===== config.mk =====
export PLATFORM = sky130hd
export DESIGN_NAME = cbfd_front
export DESIGN_NICKNAME = d
export VERILOG_FILES = /design/src/rtl/cbfd_pkg.sv /design/src/rtl/cbfd_front.sv
export SDC_FILE = /design/constraint.sdc
export NUM_CORES = 2
export LEC_CHECK = 0
export BUFFER_PORTS_ARGS = -buffer_cell sky130_fd_sc_hd__buf_2
export CAP_MARGIN = 10
export CORE_UTILIZATION = 50
export DETAILED_ROUTE_END_ITERATION = 10
export PLACE_DENSITY = 0.69
export SKIP_CTS_REPAIR_TIMING = 1
export SYNTH_ARGS = -nofsm -noshare
export SYNTH_HDL_FRONTEND = slang
export SYNTH_SLANG_ARGS = --single-unit

===== constraint.sdc =====
create_clock -name clk -period 28.8 [get_ports clk]
set_input_delay 4.32 -clock clk [delete_from_list [all_inputs] [get_ports clk]]
set_output_delay 4.32 -clock clk [all_outputs]
set_load 0.005 [all_outputs]

===== src/rtl/cbfd_pkg.sv =====
// Shared types and constants for the cubic B-spline forward-difference block.
package cbfd_pkg;

  localparam int COORD_WIDTH_DEF  = 32;
  localparam int FRAC_BITS_DEF    = 16;
  localparam int MAX_SEGMENTS_DEF = 63;
  localparam int SEG_W            = 6;
  localparam logic [SEG_W-1:0] SEG_RESET = 6'd16;

  typedef struct packed {
    logic [COORD_WIDTH_DEF-1:0] p0_x;
    logic [COORD_WIDTH_DEF-1:0] p0_y;
    logic [COORD_WIDTH_DEF-1:0] p0_z;
    logic [COORD_WIDTH_DEF-1:0] p1_x;
    logic [COORD_WIDTH_DEF-1:0] p1_y;
    logic [COORD_WIDTH_DEF-1:0] p1_z;
    logic [COORD_WIDTH_DEF-1:0] p2_x;
    logic [COORD_WIDTH_DEF-1:0] p2_y;
    logic [COORD_WIDTH_DEF-1:0] p2_z;
    logic [COORD_WIDTH_DEF-1:0] p3_x;
    logic [COORD_WIDTH_DEF-1:0] p3_y;
    logic [COORD_WIDTH_DEF-1:0] p3_z;
  } cbfd_in_t;

  typedef struct packed {
    logic [COORD_WIDTH_DEF-1:0] out_x;
    logic [COORD_WIDTH_DEF-1:0] out_y;
    logic [COORD_WIDTH_DEF-1:0] out_z;
    logic [SEG_W-1:0]           step_index;
    logic                       last;
  } cbfd_out_t;

  typedef enum logic [1:0] {
    ST_IDLE,
    ST_SETUP,
    ST_DIV,
    ST_EMIT
  } cbfd_state_t;

endpackage


===== src/rtl/cbfd_front.sv =====
// Front end: clamps the step count, computes per-axis spline coefficients and queues items.
module cbfd_front #(
  parameter int COORD_WIDTH  = 32,
  parameter int MAX_SEGMENTS = 63,
  parameter int CW           = COORD_WIDTH + 4
) (
  input  logic                              clk,
  input  logic                              rst,
  input  logic                              start,
  input  logic [cbfd_pkg::SEG_W-1:0]        seg_cfg,
  input  logic [3*COORD_WIDTH-1:0]          p0,
  input  logic [3*COORD_WIDTH-1:0]          p1,
  input  logic [3*COORD_WIDTH-1:0]          p2,
  input  logic [3*COORD_WIDTH-1:0]          p3,
  input  logic                              pop,
  output logic                              q_valid,
  output logic                              q_full,
  output logic [cbfd_pkg::SEG_W-1:0]        q_n,
  output logic [3*CW-1:0]                   q_a,
  output logic [3*CW-1:0]                   q_b,
  output logic [3*CW-1:0]                   q_c,
  output logic [3*CW-1:0]                   q_d
);
  import cbfd_pkg::*;

  localparam int QD = 2;

  logic [SEG_W-1:0] n_cl;
  logic [3*CW-1:0]  a_w, b_w, c_w, d_w;

  logic [SEG_W-1:0] mem_n [QD];
  logic [3*CW-1:0]  mem_a [QD];
  logic [3*CW-1:0]  mem_b [QD];
  logic [3*CW-1:0]  mem_c [QD];
  logic [3*CW-1:0]  mem_d [QD];
  logic             wp, rp;
  logic [1:0]       cnt;
  logic             push;

  always_comb begin
    n_cl = seg_cfg;
    if (n_cl == '0) n_cl = SEG_W'(1);
    if (n_cl > SEG_W'(MAX_SEGMENTS)) n_cl = SEG_W'(MAX_SEGMENTS);
  end

  // coefficients scaled by six
  always_comb begin
    logic signed [CW-1:0] s0, s1, s2, s3;
    for (int ax = 0; ax < 3; ax++) begin
      s0 = CW'($signed(p0[ax*COORD_WIDTH +: COORD_WIDTH]));
      s1 = CW'($signed(p1[ax*COORD_WIDTH +: COORD_WIDTH]));
      s2 = CW'($signed(p2[ax*COORD_WIDTH +: COORD_WIDTH]));
      s3 = CW'($signed(p3[ax*COORD_WIDTH +: COORD_WIDTH]));
      a_w[ax*CW +: CW] = -s0 + 3*s1 - 3*s2 + s3;
      b_w[ax*CW +: CW] = 3*s0 - 6*s1 + 3*s2;
      c_w[ax*CW +: CW] = 3*s2 - 3*s0;
      d_w[ax*CW +: CW] = s0 + 4*s1 + s2;
    end
  end

  assign push    = start && !q_full;
  assign q_full  = (cnt == 2'd2);
  assign q_valid = (cnt != 2'd0);
  assign q_n = mem_n[rp];
  assign q_a = mem_a[rp];
  assign q_b = mem_b[rp];
  assign q_c = mem_c[rp];
  assign q_d = mem_d[rp];

  always_ff @(posedge clk) begin
    if (push) begin
      mem_n[wp] <= n_cl;
      mem_a[wp] <= a_w;
      mem_b[wp] <= b_w;
      mem_c[wp] <= c_w;
      mem_d[wp] <= d_w;
    end
  end

  always_ff @(posedge clk) begin
    if (rst) begin
      wp <= 1'b0; rp <= 1'b0; cnt <= 2'd0;
    end else begin
      if (push) wp <= ~wp;
      if (pop) rp <= ~rp;
      cnt <= cnt + 2'(push) - 2'(pop);
    end
  end

  assert property (@(posedge clk) disable iff (rst) !(pop && !q_valid))
    else $error("pop from empty queue");
  assert property (@(posedge clk) disable iff (rst) cnt <= 2'd2)
    else $error("queue count overflow");
  assert property (@(posedge clk) disable iff (rst) push && !pop |=> q_valid)
    else $error("pushed item not visible");
endmodule


Word level (Yosys, flattened, before mapping)
Memory sizes are Yosys's and may differ from the RTL's. A register that Yosys moved wholly into a read port is not among the register bits. Cells that the tools add are included.

Add/subtract/negate cells: 29. Multiply operators: 12. Multiplexer cells: 14. Order comparisons: 1. Eq/ne operators: 1. Reductions and logical operators: 4. Bitwise operators: 2.

Operators with widths (number): multiplier 3 x 32 -> 35 bit, first input constant (12); adder 36 x 35 -> 36 bit (6); adder 35 x 32 -> 36 bit (3); adder 36 x 32 -> 36 bit (3); negator 32 -> 36 bit (3); subtractor 35 x 35 -> 36 bit (3); subtractor 35 x 36 -> 36 bit (3); subtractor 36 x 35 -> 36 bit (3); adder 32 x 34 -> 35 bit (3); two-way mux 1 bit (12); two-way mux 6 bit (2); > comparator 6 bit, second input constant (1); logical NOT 6 bit (1); adder 2 x 1 -> 2 bit (1); == test 2 bit, second input constant (1); inverter 1 bit (2); nonzero test 2 bit (1); subtractor 2 x 1 -> 2 bit (1); logical AND 1 bit (1); logical NOT 1 bit (1).

Bits of input ports: 394. Register bits after elaboration: 4. Memories: 5. Output and inout port bits: 440. Word-level logic and storage cells: 71. RAM bits: 876.

Memory list: mem_a (depth 2, width 108, read ports 1, clocked after Yosys merged registers in 1, wr ports 1, line cbfd_front.sv:32) `logic [3*CW-1:0] mem_a [QD];`; mem_b (depth 2, width 108, read ports 1, clocked after Yosys merged registers in 1, wr ports 1, line cbfd_front.sv:33) `logic [3*CW-1:0] mem_b [QD];`; mem_c (depth 2, width 108, read ports 1, clocked after Yosys merged registers in 1, wr ports 1, line cbfd_front.sv:34) `logic [3*CW-1:0] mem_c [QD];`; mem_d (depth 2, width 108, read ports 1, clocked after Yosys merged registers in 1, wr ports 1, line cbfd_front.sv:35) `logic [3*CW-1:0] mem_d [QD];`; mem_n (depth 2, width 6, read ports 1, clocked after Yosys merged registers in 1, wr ports 1, line cbfd_front.sv:31) `logic [SEG_W-1:0] mem_n [QD];`.

Logic depth before layout (Yosys ltp)
Depth in word-level cells: 5. Mapped depth: 34. Depth with buffers taken out: 34.

Worst setup path after synthesis
No wires, ideal clock.

Kind: in2reg. From: input port start. To: memory mem_a[0][0] (netlist name) (enable). Stages on the path: 2. Library setup time: 1236 ps. Data required time: 27564 ps. Setup slack: 5282 ps. Buffers on the path: 0. Arrival: 22282 ps. Cells stage by stage: nand2_1 > nor2_1.

Longest elaborated chain between the ends: 3.

RTL lines: start: declaration (line cbfd_front.sv:9) `input logic start,`; logical AND 1 bit (line cbfd_front.sv:61) `assign push = start && !q_full;`; two-way mux 1 bit (line cbfd_front.sv:71) `if (push) begin`; two-way mux 1 bit (not written as such) (line cbfd_front.sv:73) `mem_a[wp] <= a_w;`; end: declaration (line cbfd_front.sv:32).

No other way between the ends.

Final worst setup path
From: input port p2[66]. To: memory mem_a[0][107] (netlist name), data pin.

Longest elaborated chain between the ends: 3.

RTL lines: start: declaration (line cbfd_front.sv:13) `input logic [3*COORD_WIDTH-1:0] p2,`; multiplier 3 x 32 -> 35 bit (line cbfd_front.sv:54) `a_w[ax*CW +: CW] = -s0 + 3*s1 - 3*s2 + s3;`; subtractor 36 x 35 -> 36 bit (line cbfd_front.sv:54); adder 36 x 32 -> 36 bit (line cbfd_front.sv:54); named net a_w[107] (line cbfd_front.sv:29) `logic [3*CW-1:0] a_w, b_w, c_w, d_w;`.

The timed path passes the listed nets, and every way through them passes these cells.

==> results.md <==
* Outcome: completed
* Routed wire length at 225,000 microns
* Placed cell count at 10,400
* Largest stage delay, worst path at 560 ps
* Vias after detailed routing at 59,400
* Number of clock sinks at 869
* Cell count after synthesis at 7,482
* Async S/R FF share, synth at 0
* Total gr overflow at 0
* Area grow syn2layout at 12.6%
* CP arrival at 11,690 ps
* Share of post-route cells with drive strength above 1 at 0.178
* Vias in the first global route at 59,300
* Worst relative slew slack at 0.259
* # DRC at 0
* Antenna violations before repair at 66
* Non-filler cells, final at 10,600
* Die area at 164,000 sq um
* Largest net degree at the start of global routing at 126
* HP Start: rp$_SDFFE_PP0P_
* Final worst-path cycle share at 0.390
* Worst Max-Slew Pin Slew at 1100 ps
* Routed Antenna Nets at 0
* Distinct cells, synth at 94
* CP Capture Type: flop
* Top_reg_cell synth: edfxtp_1
* CTS tree: done
* Peak VDD IR at 0.0000786 V
* Io pins at 834
* Ys Warns at 0
* Worst setup path class: input port to flop
* Placed inst area at 87,800 sq um
* Max cap viols at 0
* DRT Pass-1 Iters at 5
* Gpl congestion at 0.971
* Worst slack, placed at 16,990 ps
* PortBufs at 833
* Yosys reg bits at 869
* Pwr per Cell Area at 114 nW/um^2
* Clock Skew at 36.6 ps
* H-tree Lvls at 3
* Standard-cell row count at 147
* Clk slew on worst S/H paths at 60 ps
* Post-synth EDFFs at 864
* WL/cell at 21.1 microns
* Maximum fanout along the worst path at 5
* Final number of setup-violating endpoints at 0
* Fin util at 0.568
* CTS buffer count at 99
* Post-route cell area at 91,300 sq um
* Reg2reg start: cnt[0]$_SDFF_PP0_
* Worst setup margin at 17,580 ps
* Synth Net Count at 9,462
* Seq/Total Area, Yosys at 0.321
* Pleak at 0.0419 uW
* Initial Utilization at 0.504
* Slowest cell on the critical path: a221oi_1
* Die Height at 405 microns
* RSZ-0062 raised after global routing: false
* Hold crit path type: flop to flop
* Tmin final at 11,220 ps
* Slew Limit Fails at 0
* Longest Clk Path Bufs at 3
* Synthesized area per cell at 10.8 sq um
* CP Data Required Time at 29,270 ps
* Crit. Startpoint: p2[66]
* Hold Violations, Final at 0
* Tot GR Track Use at 0.272
* Clk_lat worst skew at 740 ps
* Clock root buffer: clkbuf_16
* Post-route setup TNS at 0 ps
* Max Freq at 89.1 MHz
* Critical Path Source Type: input port
* Initial DRC Count at 4,125
* Vias per cell at 5.59
* Post-Syn Area at 81,000 sq um
* Core footprint at 161,000 sq um
* Die X at 405 microns
* Layout net count at 10,300
* First-pass GRT wire length at 341,000 microns
* Post-DP HPWL at 186,000 microns
==> cells in the mapped netlist, types with 106 or more instances <==
master,number,area share
inv_1,1047,0.049
xnor2_1,424,0.046
nand3_1,121,0.0075
o21bai_1,106,0.0098
a21o_1,323,0.030
edfxtp_1,864,0.32
ha_1,1075,0.17
a21oi_1,527,0.033
o21ai_0,278,0.017
nand2_1,236,0.011
nand2b_1,113,0.0087
xor2_1,217,0.023
mux2_2,434,0.060
fa_1,511,0.13
nor2_1,315,0.015
==> power breakdown <==
part / internal (uW) / total (uW) / switching (uW) / leakage (uW)
clock network: 768 / 1310 / 546 / 0.00161
logic: 2590 / 6450 / 3860 / 0.0322
registers: 2540 / 2640 / 97.1 / 0.00809
==> registers in the layout, indices dropped and copies added, names as in the netlist, named ones only <==
| register | count |
|---|---|
| rp | 1 |
| wp | 1 |
| mem_a | 216 |
| mem_c | 211 |
| mem_n | 12 |
| cnt | 2 |
| mem_d | 215 |
| mem_b | 210 |
==> cells by family (layout without fill, tap and decap cells) <==
family / after synthesis / count (layout) / share of synthesized area
buffers and inverters: 1124 / 2077 / 0.0524
DFF: 869 / 869 / 0.321
AOI/OAI and AO/OA: 1645 / 1645 / 0.131
muxes: 436 / 436 / 0.0607
adders and majority gates: 1587 / 1587 / 0.292
and+or+nand+nor: 1177 / 1177 / 0.0716
xor gates and xnor gates: 644 / 644 / 0.0701
other: 0 / 48 / 0
==> final timing paths <==
| path | end | slack, ps | cells after the start |
|---|---|---|---|
| max | mem_a[0][107]$_DFFE_PP_ | 17580 | 35 |
| min | flop | 520 | 2 |
| max reg2reg | mem_c[0][106]$_DFFE_PP_ | 24790 | 7 |
| min reg2reg | flop | 520 | 2 |
==> cells in the final DEF (no fill, tap or decap), types with 236 or more instances in the layout <==
cell type,synthesis,routed
ha_1,1075,1075
mux2_2,434,434
buf_2,1,833
edfxtp_1,864,864
a21oi_1,527,527
inv_1,1047,1047
nand2_1,236,236
fa_1,511,511
o21ai_0,278,278
a21o_1,323,323
nor2_1,315,314
xnor2_1,424,424
==> per-stage QoR <==
step / power (uW) / hold slack (ps)
floorplan: 7220 / 480
global placement: 8870 / 496
detailed placement: 9040 / 507
CTS: 10400 / 523
global route: 11200 / 559
finish: 10400 / 522
==> per-layer routing <==
metal | track usage | vias up | share of wire | routed length, microns
li1 | - | 28400 | - | -
met1 | 0.382 | 29000 | 0.45 | 102000
met2 | 0.423 | 1738 | 0.45 | 100000
met3 | 0.0390 | 344 | 0.060 | 13600
met4 | 0.106 | 4 | 0.039 | 8720
met5 | 0 | - | 0.000084 | 19
==> layout make-up <==
type,instances,area (sq um)
Multi-Input combinational cell,5489,50800
Clock buffer,113,2530
Clock inverter,62,797
Antenna cell,48,120
Tap cell,2160,2700
Sequential cell,869,26000
Inverter,1048,3930
Fill cell,13800,69500
Timing Repair Buffer,854,4380
==> worst max-delay path: cells and delay by family <==
family,cells,cell delay [ps]
buffers and inverters,5,380
xor gates and xnor gates,2,480
AOI/OAI and AO/OA,16,3260
adders and majority gates,7,2480
and+or+nand+nor,5,790
(Power assumes the default switching activity.)
